### config.mk
export PLATFORM = sky130hd
export DESIGN_NAME = cpio_newc_stream_parser_unit
export DESIGN_NICKNAME = d
export VERILOG_FILES = /design/src/rtl/cpio_pkg.sv /design/src/rtl/cpio_front.sv /design/src/rtl/cpio_back.sv /design/src/rtl/cpio_newc_stream_parser_unit.sv
export SDC_FILE = /design/constraint.sdc
export NUM_CORES = 2
export LEC_CHECK = 0
export BUFFER_PORTS_ARGS = -buffer_cell sky130_fd_sc_hd__buf_4
export CORE_UTILIZATION = 60
export DETAILED_ROUTE_END_ITERATION = 10
export PLACE_DENSITY = 0.78
export SYNTH_ARGS = -nofsm -noshare
export SYNTH_HDL_FRONTEND = slang
export SYNTH_SLANG_ARGS = --single-unit
### constraint.sdc
create_clock -name clk -period 13.6 [get_ports clk]
set_input_delay 2.72 -clock clk [delete_from_list [all_inputs] [get_ports clk]]
set_output_delay 2.72 -clock clk [all_outputs]
set_load 0.005 [all_outputs]
### src/rtl/cpio_pkg.sv
`default_nettype none
package cpio_pkg;

  typedef enum logic [2:0] {
    PH_MAGIC   = 3'd0,
    PH_HEADER  = 3'd1,
    PH_NAME    = 3'd2,
    PH_NAMEPAD = 3'd3,
    PH_DATA    = 3'd4,
    PH_DATAPAD = 3'd5,
    PH_DONE    = 3'd6
  } phase_t;

  typedef enum logic [2:0] {
    K_NAME  = 3'd0,
    K_ENTRY = 3'd1,
    K_END   = 3'd2,
    K_DATA  = 3'd3,
    K_ERROR = 3'd4
  } kind_t;

  localparam logic [1:0] ERR_NONE = 2'd0;
  localparam logic [1:0] ERR_OLD  = 2'd1;
  localparam logic [1:0] ERR_BAD  = 2'd2;

  localparam int unsigned OUT_W = 3 + 8 + 1 + 4 * 32 + 2;  // 142

  // One result item; packs to tdata with kind in the lowest bits
  typedef struct packed {
    logic [1:0]  error_code;
    logic [31:0] name_size;
    logic [31:0] data_size;
    logic [31:0] mod_time;
    logic [31:0] file_mode;
    logic        is_last;
    logic [7:0]  byte_value;
    logic [2:0]  kind;
  } result_t;

  // Work handed from the front to the back: up to two results
  typedef struct packed {
    logic    two;
    result_t r0;
    result_t r1;
  } job_t;

  localparam logic [7:0] TRAILER_TEXT [10] = '{8'h54, 8'h52, 8'h41, 8'h49, 8'h4c,
                                              8'h45, 8'h52, 8'h21, 8'h21, 8'h21};
  localparam logic [7:0] MAGIC_ASCII [6] = '{8'h30, 8'h37, 8'h30, 8'h37, 8'h30, 8'h31};
  localparam logic [7:0] MAGIC_OLD  [6] = '{8'h30, 8'h37, 8'h30, 8'h37, 8'h30, 8'h37};
  localparam logic [6:0] HEADER_BYTES = 7'd104;

  function automatic logic [4:0] hex_digit(input logic [7:0] b);
    logic [4:0] d;
    d = 5'h10;
    if (b >= 8'h30 && b <= 8'h39) d = {1'b0, b[3:0]};
    else if ((b >= 8'h61 && b <= 8'h66) || (b >= 8'h41 && b <= 8'h46))
      d = {1'b0, b[3:0] + 4'd9};
    return d;
  endfunction

endpackage
`default_nettype wire

### src/rtl/cpio_front.sv
`default_nettype none
module cpio_front (
  input  wire logic          clk,
  input  wire logic          rst_n,
  input  wire logic          byte_vld,
  input  wire logic [7:0]    byte_in,
  output logic               byte_rdy,
  output logic               job_vld,
  output cpio_pkg::job_t     job,
  input  wire logic          job_rdy
);
  import cpio_pkg::*;

  phase_t      phase_r, phase_nxt;
  logic [6:0]  hcnt_r, hcnt_nxt;
  logic [31:0] acc_r, acc_nxt;
  logic        stop_r, stop_nxt;
  logic [1:0]  mflag_r, mflag_nxt;
  logic [31:0] mode_r, mode_nxt, mtime_r, mtime_nxt, size_r, size_nxt, nsize_r, nsize_nxt;
  logic [31:0] rem_r, rem_nxt;
  logic [1:0]  pos_r, pos_nxt;
  logic [3:0]  tidx_r, tidx_nxt;
  logic        tbad_r, tbad_nxt, tend_r, tend_nxt;
  logic        out_vld_r;
  job_t        job_r, job_nxt;
  logic        emit;
  logic        take;

  assign byte_rdy = !out_vld_r || job_rdy;
  assign take     = byte_vld && byte_rdy;
  assign job_vld  = out_vld_r;
  assign job      = job_r;

  // Byte classification and state update
  always_comb begin
    logic [2:0]  mi;
    logic [2:0]  dpos;
    logic [4:0]  d;
    logic [31:0] racc;
    logic [1:0]  mf;
    logic [31:0] rm;
    logic        eos;
    result_t     rec;
    phase_nxt = phase_r; hcnt_nxt = hcnt_r; acc_nxt = acc_r; stop_nxt = stop_r;
    mflag_nxt = mflag_r; mode_nxt = mode_r; mtime_nxt = mtime_r; size_nxt = size_r;
    nsize_nxt = nsize_r; rem_nxt = rem_r; pos_nxt = pos_r; tidx_nxt = tidx_r;
    tbad_nxt = tbad_r; tend_nxt = tend_r;
    job_nxt = '0; emit = 1'b0;
    mi = 3'd0; dpos = 3'd0; d = 5'd0; racc = 32'd0; mf = 2'd0; rm = 32'd0;
    rec = '0; rec.kind = K_ENTRY;
    eos = (pos_r == 2'd3);  // next position wraps to zero
    if (phase_r != PH_DONE) pos_nxt = pos_r + 2'd1;
    case (phase_r)
      PH_MAGIC: begin
        mi = (hcnt_r < 7'd6) ? hcnt_r[2:0] : 3'd0;
        mf = mflag_r;
        if (byte_in != MAGIC_ASCII[mi]) mf[0] = 1'b0;
        if (byte_in != MAGIC_OLD[mi])  mf[1] = 1'b0;
        mflag_nxt = mf;
        hcnt_nxt = {4'd0, mi} + 7'd1;
        if (mi == 3'd5) begin
          if (mf[1]) begin
            emit = 1'b1; job_nxt.r0.kind = K_ERROR; job_nxt.r0.error_code = ERR_OLD;
            phase_nxt = PH_DONE;
          end else if (!mf[0]) begin
            emit = 1'b1; job_nxt.r0.kind = K_ERROR; job_nxt.r0.error_code = ERR_BAD;
            phase_nxt = PH_DONE;
          end else begin
            phase_nxt = PH_HEADER; hcnt_nxt = 7'd0;
          end
        end
      end
      PH_HEADER: begin
        dpos = hcnt_r[2:0];
        racc = (dpos == 3'd0) ? 32'd0 : acc_r;
        stop_nxt = (dpos == 3'd0) ? 1'b0 : stop_r;
        acc_nxt = racc;
        if (!stop_nxt) begin
          d = hex_digit(byte_in);
          if (d[4]) stop_nxt = 1'b1;
          else acc_nxt = {racc[27:0], d[3:0]};
        end
        if (dpos == 3'd7) begin
          case (hcnt_r[6:3])
            4'd1:  mode_nxt  = acc_nxt;
            4'd5:  mtime_nxt = acc_nxt;
            4'd6:  size_nxt  = acc_nxt;
            4'd11: nsize_nxt = acc_nxt;
            default: ;
          endcase
        end
        hcnt_nxt = hcnt_r + 7'd1;
        if (hcnt_nxt >= HEADER_BYTES) begin
          tidx_nxt = 4'd0; tbad_nxt = 1'b0; tend_nxt = 1'b0;
          if (nsize_nxt == 32'd0) begin
            emit = 1'b1;
            rec.file_mode = mode_nxt; rec.mod_time = mtime_nxt;
            rec.data_size = size_nxt; rec.name_size = nsize_nxt;
            job_nxt.r0 = rec;
            if (!eos) phase_nxt = PH_NAMEPAD;
            else if (size_nxt == 32'd0) begin
              phase_nxt = PH_MAGIC; hcnt_nxt = 7'd0; mflag_nxt = 2'b11;
            end else begin
              rem_nxt = size_nxt; phase_nxt = PH_DATA;
            end
          end else begin
            rem_nxt = nsize_nxt; phase_nxt = PH_NAME;
          end
        end
      end
      PH_NAME: begin
        if (!tbad_r && !tend_r) begin
          if (byte_in == 8'd0) begin
            tend_nxt = 1'b1;
            if (tidx_r != 4'd10) tbad_nxt = 1'b1;
          end else if (tidx_r < 4'd10 && byte_in == TRAILER_TEXT[tidx_r]) begin
            tidx_nxt = tidx_r + 4'd1;
          end else tbad_nxt = 1'b1;
        end
        rm = rem_r - 32'd1;
        rem_nxt = rm;
        emit = 1'b1;
        job_nxt.r0.kind = K_NAME; job_nxt.r0.byte_value = byte_in;
        job_nxt.r0.is_last = (rm == 32'd0);
        if (rm == 32'd0) begin
          job_nxt.two = 1'b1;
          if (!tbad_nxt && tidx_nxt == 4'd10) begin
            job_nxt.r1.kind = K_END; phase_nxt = PH_DONE;
          end else begin
            rec.file_mode = mode_r; rec.mod_time = mtime_r;
            rec.data_size = size_r; rec.name_size = nsize_r;
            job_nxt.r1 = rec;
            if (!eos) phase_nxt = PH_NAMEPAD;
            else if (size_r == 32'd0) begin
              phase_nxt = PH_MAGIC; hcnt_nxt = 7'd0; mflag_nxt = 2'b11;
            end else begin
              rem_nxt = size_r; phase_nxt = PH_DATA;
            end
          end
        end
      end
      PH_NAMEPAD: begin
        if (eos) begin
          if (size_r == 32'd0) begin
            phase_nxt = PH_MAGIC; hcnt_nxt = 7'd0; mflag_nxt = 2'b11;
          end else begin
            rem_nxt = size_r; phase_nxt = PH_DATA;
          end
        end
      end
      PH_DATA: begin
        rm = rem_r - 32'd1;
        rem_nxt = rm;
        emit = 1'b1;
        job_nxt.r0.kind = K_DATA; job_nxt.r0.byte_value = byte_in;
        job_nxt.r0.is_last = (rm == 32'd0);
        if (rm == 32'd0) begin
          if (eos) begin
            phase_nxt = PH_MAGIC; hcnt_nxt = 7'd0; mflag_nxt = 2'b11;
          end else phase_nxt = PH_DATAPAD;
        end
      end
      PH_DATAPAD: begin
        if (eos) begin
          phase_nxt = PH_MAGIC; hcnt_nxt = 7'd0; mflag_nxt = 2'b11;
        end
      end
      default: phase_nxt = PH_DONE;
    endcase
  end

  // State registers
  always_ff @(posedge clk) begin
    if (!rst_n) begin
      phase_r <= PH_MAGIC; hcnt_r <= '0; acc_r <= '0; stop_r <= 1'b0;
      mflag_r <= 2'b11; mode_r <= '0; mtime_r <= '0; size_r <= '0; nsize_r <= '0;
      rem_r <= '0; pos_r <= '0; tidx_r <= '0; tbad_r <= 1'b0; tend_r <= 1'b0;
      out_vld_r <= 1'b0;
    end else begin
      if (take) begin
        phase_r <= phase_nxt; hcnt_r <= hcnt_nxt; acc_r <= acc_nxt; stop_r <= stop_nxt;
        mflag_r <= mflag_nxt; mode_r <= mode_nxt; mtime_r <= mtime_nxt;
        size_r <= size_nxt; nsize_r <= nsize_nxt; rem_r <= rem_nxt; pos_r <= pos_nxt;
        tidx_r <= tidx_nxt; tbad_r <= tbad_nxt; tend_r <= tend_nxt;
      end
      if (byte_rdy) out_vld_r <= take && emit;
    end
  end

  always_ff @(posedge clk) begin
    if (byte_rdy) job_r <= job_nxt;
  end

  // Nothing leaves after the archive is finished
  assert property (@(posedge clk) disable iff (!rst_n)
    $past(phase_r == PH_DONE) && $past(take) |-> !out_vld_r)
    else $error("front emitted work after done");
  assert property (@(posedge clk) disable iff (!rst_n)
    out_vld_r && !job_rdy |=> out_vld_r && $stable(job_r))
    else $error("stalled job changed");
  assert property (@(posedge clk) disable iff (!rst_n)
    phase_r == PH_MAGIC |-> hcnt_r <= 7'd6)
    else $error("magic count out of range");

endmodule
`default_nettype wire

### src/rtl/cpio_back.sv
`default_nettype none
module cpio_back (
  input  wire logic                  clk,
  input  wire logic                  rst_n,
  input  wire logic                  job_vld,
  input  wire cpio_pkg::job_t        job,
  output logic                       job_rdy,
  output logic                       out_vld,
  output cpio_pkg::result_t          out_res,
  input  wire logic                  out_rdy
);
  import cpio_pkg::*;

  // Two-entry result queue: every job fits in one free queue
  result_t     q_r [2];
  logic [1:0]  cnt_r, cnt_nxt;
  logic        rd_r;
  logic        pop, push;

  assign out_vld = cnt_r != 2'd0;
  assign out_res = q_r[rd_r];
  assign pop     = out_vld && out_rdy;
  // Room after this cycle's pop must cover one or two new entries
  assign job_rdy = (cnt_r == 2'd0) || (pop && (cnt_r == 2'd1 || !job.two))
                   || (cnt_r == 2'd1 && !job.two);
  assign push    = job_vld && job_rdy;

  always_comb begin
    cnt_nxt = cnt_r - {1'b0, pop} + (push ? (job.two ? 2'd2 : 2'd1) : 2'd0);
  end

  always_ff @(posedge clk) begin
    if (!rst_n) begin
      cnt_r <= '0; rd_r <= 1'b0;
    end else begin
      cnt_r <= cnt_nxt;
      if (pop) rd_r <= ~rd_r;
    end
  end

  // Write slots after the surviving entries
  always_ff @(posedge clk) begin
    logic       wp;
    wp = rd_r ^ pop ^ (cnt_r - {1'b0, pop} == 2'd1);
    if (push) begin
      q_r[wp] <= job.r0;
      if (job.two) q_r[~wp] <= job.r1;
    end
  end

  assert property (@(posedge clk) disable iff (!rst_n) cnt_r <= 2'd2)
    else $error("queue overflow");
  assert property (@(posedge clk) disable iff (!rst_n)
    out_vld && !out_rdy |=> out_vld && $stable(out_res))
    else $error("stalled result changed");
  assert property (@(posedge clk) disable iff (!rst_n)
    push && job.two |-> cnt_r - {1'b0, pop} == 2'd0)
    else $error("pair pushed without room");

endmodule
`default_nettype wire

### src/rtl/cpio_newc_stream_parser_unit.sv
`default_nettype none
// cpio newc archive parser.
// in_*: one archive byte per item (tdata[7:0]).
// out_*: result items: name bytes, entry records, end mark, data bytes, errors.
//   tdata packs kind, byte_value, is_last, file_mode, mod_time, data_size,
//   name_size, error_code from the lowest bit up (142 bits padded to 144).
// Throughput: one byte per cycle while the output drains; an entry's last name
// byte yields two results and waits until the result queue has room for both.
// A byte's results pass through the front register, then the two-entry result
// queue, before they appear on the output.
// Reset (rst_n low, synchronous) returns to magic checking with all fields
// zero and empties the queue. When out_tready is low the queue fills, the
// front holds its job and in_tready falls; nothing is dropped.
// After the trailer or an error every further byte is taken and ignored.
module cpio_newc_stream_parser_unit (
  input  wire logic         clk,
  input  wire logic         rst_n,
  input  wire logic         in_tvalid,
  output logic              in_tready,
  input  wire logic [7:0]   in_tdata,   // in_byte
  output logic              out_tvalid,
  input  wire logic         out_tready,
  output logic [143:0]      out_tdata   // kind, byte_value, is_last, file_mode,
                                        // mod_time, data_size, name_size, error_code
);
  import cpio_pkg::*;

  logic    job_vld, job_rdy;
  job_t    job;
  result_t res;

  cpio_front u_front (
    .clk, .rst_n, .byte_vld(in_tvalid), .byte_in(in_tdata), .byte_rdy(in_tready),
    .job_vld, .job, .job_rdy
  );

  cpio_back u_back (
    .clk, .rst_n, .job_vld, .job, .job_rdy,
    .out_vld(out_tvalid), .out_res(res), .out_rdy(out_tready)
  );

  assign out_tdata = {2'b00, res};

endmodule
`default_nettype wire
==> metrics.md <==
| Metric | Value |
|---|---|
| PD cells | 165 nW/um^2 |
| Worst Hold Depth | 2 |
| Setup tns final | 0 ns |
| Synth warn | 0 |
| Tmin final | 7.91 ns |
| Root Buffer | clkbuf_16 |
| DP HPWL | 76.5 mm |
| Largest net degree at the start of global routing | 98 |
| Pleak | 15.0 nW |
| R2r setup slk | 7.23 ns |
| Critical path fanouts, max | 72 |
| Post-CTS setup buffer count | 0 |
| Area of the die | 61,700 um^2 |
| Count leader, synth | edfxtp_1 |
| Slowest stage cell on the critical path | or3_2 |
| Layout cells sized above 1 | 0.156 |
| Hold path start | u_back.q_r[1][11] |
| Via Count | 28,770 |
| Sequential-to-total area share from yosys stat | 0.572 |
| Post-synth top area share | 0.439 |
| Initial DRC Count | 3,766 |
| Status | completed |
| Post-synthesis register bit count | 775 |
| Relative slew slack | 0.110 |
| Final Hold Viols | 0 |
| Initial antenna violation count | 7 |
| Synth Flop Type | edfxtp_1 |
| Unrepaired setup endpoints after global routing | false |
| Reg-to-reg endpoint | u_front.job[114] |
| Total power | 6.74 mW |
| Async SR Flop Fraction | 0 |
| Most used cell, CP | buf_4 |
| # clock sinks | 775 |
| Worst skew pair latency | 0.66 ns |
| Buffers on Ports | 155 |
| Hold buffer count at CTS | 0 |
| Cts bufs inserted | 80 |
| Setup Skew | 0.0440 ns |
| Tcrit/Tclk final | 0.581 |
| VDD IR max | 0.228 mV |
| Cts repair resizes | 0 |
| Wirelength, routed | 116 mm |
| Post-synth EDFFs | 533 |
| DRC | 0 |
| Hold Crit Endpoint | u_back.q_r[1][11] |
| Detailed Routing Iterations Pass 1 | 6 |
| Worst Path Required | 14.04 ns |
| CP Depth | 15 |
| Reg2Reg Depth | 10 |
| Fraction of synthesized area in multiplexers | 0.0526 |
| Worst-margin pin slew | 1.34 ns |
| CP cell instances | buf_4, inv_1, ha_1, o21bai_1, a21oi_4, a21oi_4, buf_4, nor4b_1, a311oi_1, nand4_1, or4_1, or3_1, or3_2, buf_4, a211oi_1 |
| Hold Crit Class | flop to flop |
| Initial core utilization | 0.613 |
| Placement row count | 89 |
| Die Y-Extent | 248 um |
| Fmax | 127 MHz |
| Synth cell types | 86 |
| Critical path class | input port to flop |
| Leading area contributor after synthesis | edfxtp_1 |
| Arr. time, crit path | 8.35 ns |
| Core area | 59,500 um^2 |
| Final setup violation count | 0 |
| Syn avg cell area | 10.8 um^2 |
| IO Count | 158 |
| First-pass GRT wire length | 172 mm |
| Post-route ant nets | 0 |
| CTS H-Tree Depth | 3 |
| Layout Nets | 3,473 |
| Worst r2r src | u_front.rem_r[2] |
| Clock buffer depth | 3 |
| Area Overhead vs Synth | 12.1% |
| Cells after Synth | 3,388 |
| Vias in the first global route | 26,936 |
| Setup crit start kind | input port |
| GR Util All Layers | 0.369 |
| WL/cell | 27.1 um |
| Post-synth top cells | 533 x edfxtp_1, 492 x nand2_1, 287 x a21oi_1 |
| Top cells by area, synth | edfxtp_1 44%, dfxtp_1 13%, a22o_1 6.3% |
| Count of final max-slew check failures | 0 |
| Simple-Gate Fraction of Synth Area | 0.151 |
| CTS tree | done |
| Netlist Area Pre-Place | 36,400 um^2 |
| Crit. End Element | flop |
| Crit-path max cell delay | 0.87 ns |
| Grt total ovfl | 0 |
| Max-Cap Viols | 0 |
| Placer Congestion | 1.01 |
| Adder-cell share of the synthesized area | 0.00790 |
| Crit path buffers/inverters | 4 |
| Main combinational cell family by area after synthesis | compound AO/OA/AOI/OAI gates |
| Clk slew on worst S/H paths | 0.06 ns |
| Overall die width | 248 um |
| XOR/XNOR Fraction of Synth Area | 0.00721 |
| Routed vias/inst | 6.72 |
| Kind of cell adding the most delay to the critical path | simple AND/OR/NAND/NOR gates |
| Synth Area in Compound Gates | 0.175 |
==> layout make-up <==
| class | instances | area [um^2] |
|---|---|---|
| tap | 773 | 967 |
| fill | 4262 | 18600 |
| timing repair buffer | 212 | 1590 |
| clock buffer | 113 | 2310 |
| sequential | 775 | 20900 |
| antenna | 4 | 10.0 |
| multi-input combinational | 2343 | 14600 |
| clock inverter | 37 | 438 |
| inverter | 26 | 100 |
==> stage by stage <==
stage	hold slack, ns	cells	utilization	instance area [um^2]	worst slack [ns]
finish	0.453	4283	0.687	40800	5.69
global route	0.466	4279	0.687	40800	5.50
CTS	0.452	4279	0.687	40800	5.85
detailed placement	0.443	4129	0.641	38100	5.21
global placement	0.438	4129	0.641	38100	5.41
floorplan	0.433	3421	-	36600	1.11
==> routing by layer <==
metal / vias up / global-route usage / wire [um]
met3: 284 / 0.0851 / 13500
met4: 4 / 0.141 / 4530
li1: 12636 / - / -
met2: 1743 / 0.563 / 51700
met1: 14103 / 0.513 / 46300
met5: - / 0 / 23
==> placed cells by master (no fill, tap or decap), types with 83 or more instances in the layout <==
cell,count
buf_4,212
mux2_2,147
nor2_1,252
edfxtp_1,533
nand2_1,490
a211oi_1,83
o21ai_0,97
a22o_1,264
dfxtp_1,241
and2_1,149
a21oi_1,286
==> state kept, by name, indices dropped and copies added, names as in the netlist, named ones only <==
signal / count
u_front.job_vld: 1
u_front.size_r: 32
u_front.pos_r: 2
u_front.tidx_r: 4
u_front.tend_r: 1
u_front.acc_r: 32
u_back.cnt_r: 2
u_front.mode_r: 32
u_front.job: 273
u_front.mflag_r: 2
u_back.rd_r: 1
u_front.rem_r: 32
u_back.q_r: 284
u_front.mtime_r: 32
u_front.phase_r: 3
u_front.tbad_r: 1
u_front.hcnt_r: 7
u_front.stop_r: 1
u_front.nsize_r: 32
==> worst reg2reg max path, stage by stage, from the launching register on <==
cell	delay [ns]
dfxtp_1	0.38
nor4_2	0.71
nand4_1	0.70
or4_1	0.70
xor2_1	0.30
o21ai_0	0.23
nor4_4	0.60
and2_1	0.40
nor2b_4	1.00
buf_4	0.78
and2_1	0.42
==> how the worst max path moves through the flow <==
stage / start / to / slack, ns
global route: in_tdata[0] / u_front.job[155] / 5.50
floorplan: out_tready / in_tready / 1.11
global placement: in_tdata[0] / u_front.job[188] / 5.41
detailed placement: in_tdata[0] / u_front.job[188] / 5.21
finish: in_tdata[0] / u_front.job[188] / 5.69
CTS: in_tdata[0] / u_front.job[188] / 5.85
==> logic make-up (layout without fill, tap and decap cells) <==
| family | Yosys count | count (layout) |
|---|---|---|
| other cells | 1 | 38 |
| flops | 775 | 775 |
| fa+ha+maj | 23 | 23 |
| xor+xnor | 30 | 30 |
| simple gates | 1170 | 1170 |
| mux | 173 | 173 |
| compound gates | 913 | 913 |
| buf+inv | 303 | 388 |
==> report_power, final <==
| part | internal [mW] | switching [mW] |
|---|---|---|
| clock network | 1.31 | 0.950 |
| registers | 2.61 | 0.119 |
| logic | 0.670 | 1.08 |
| total | 4.60 | 2.15 |
(Power assumes the default switching activity.)
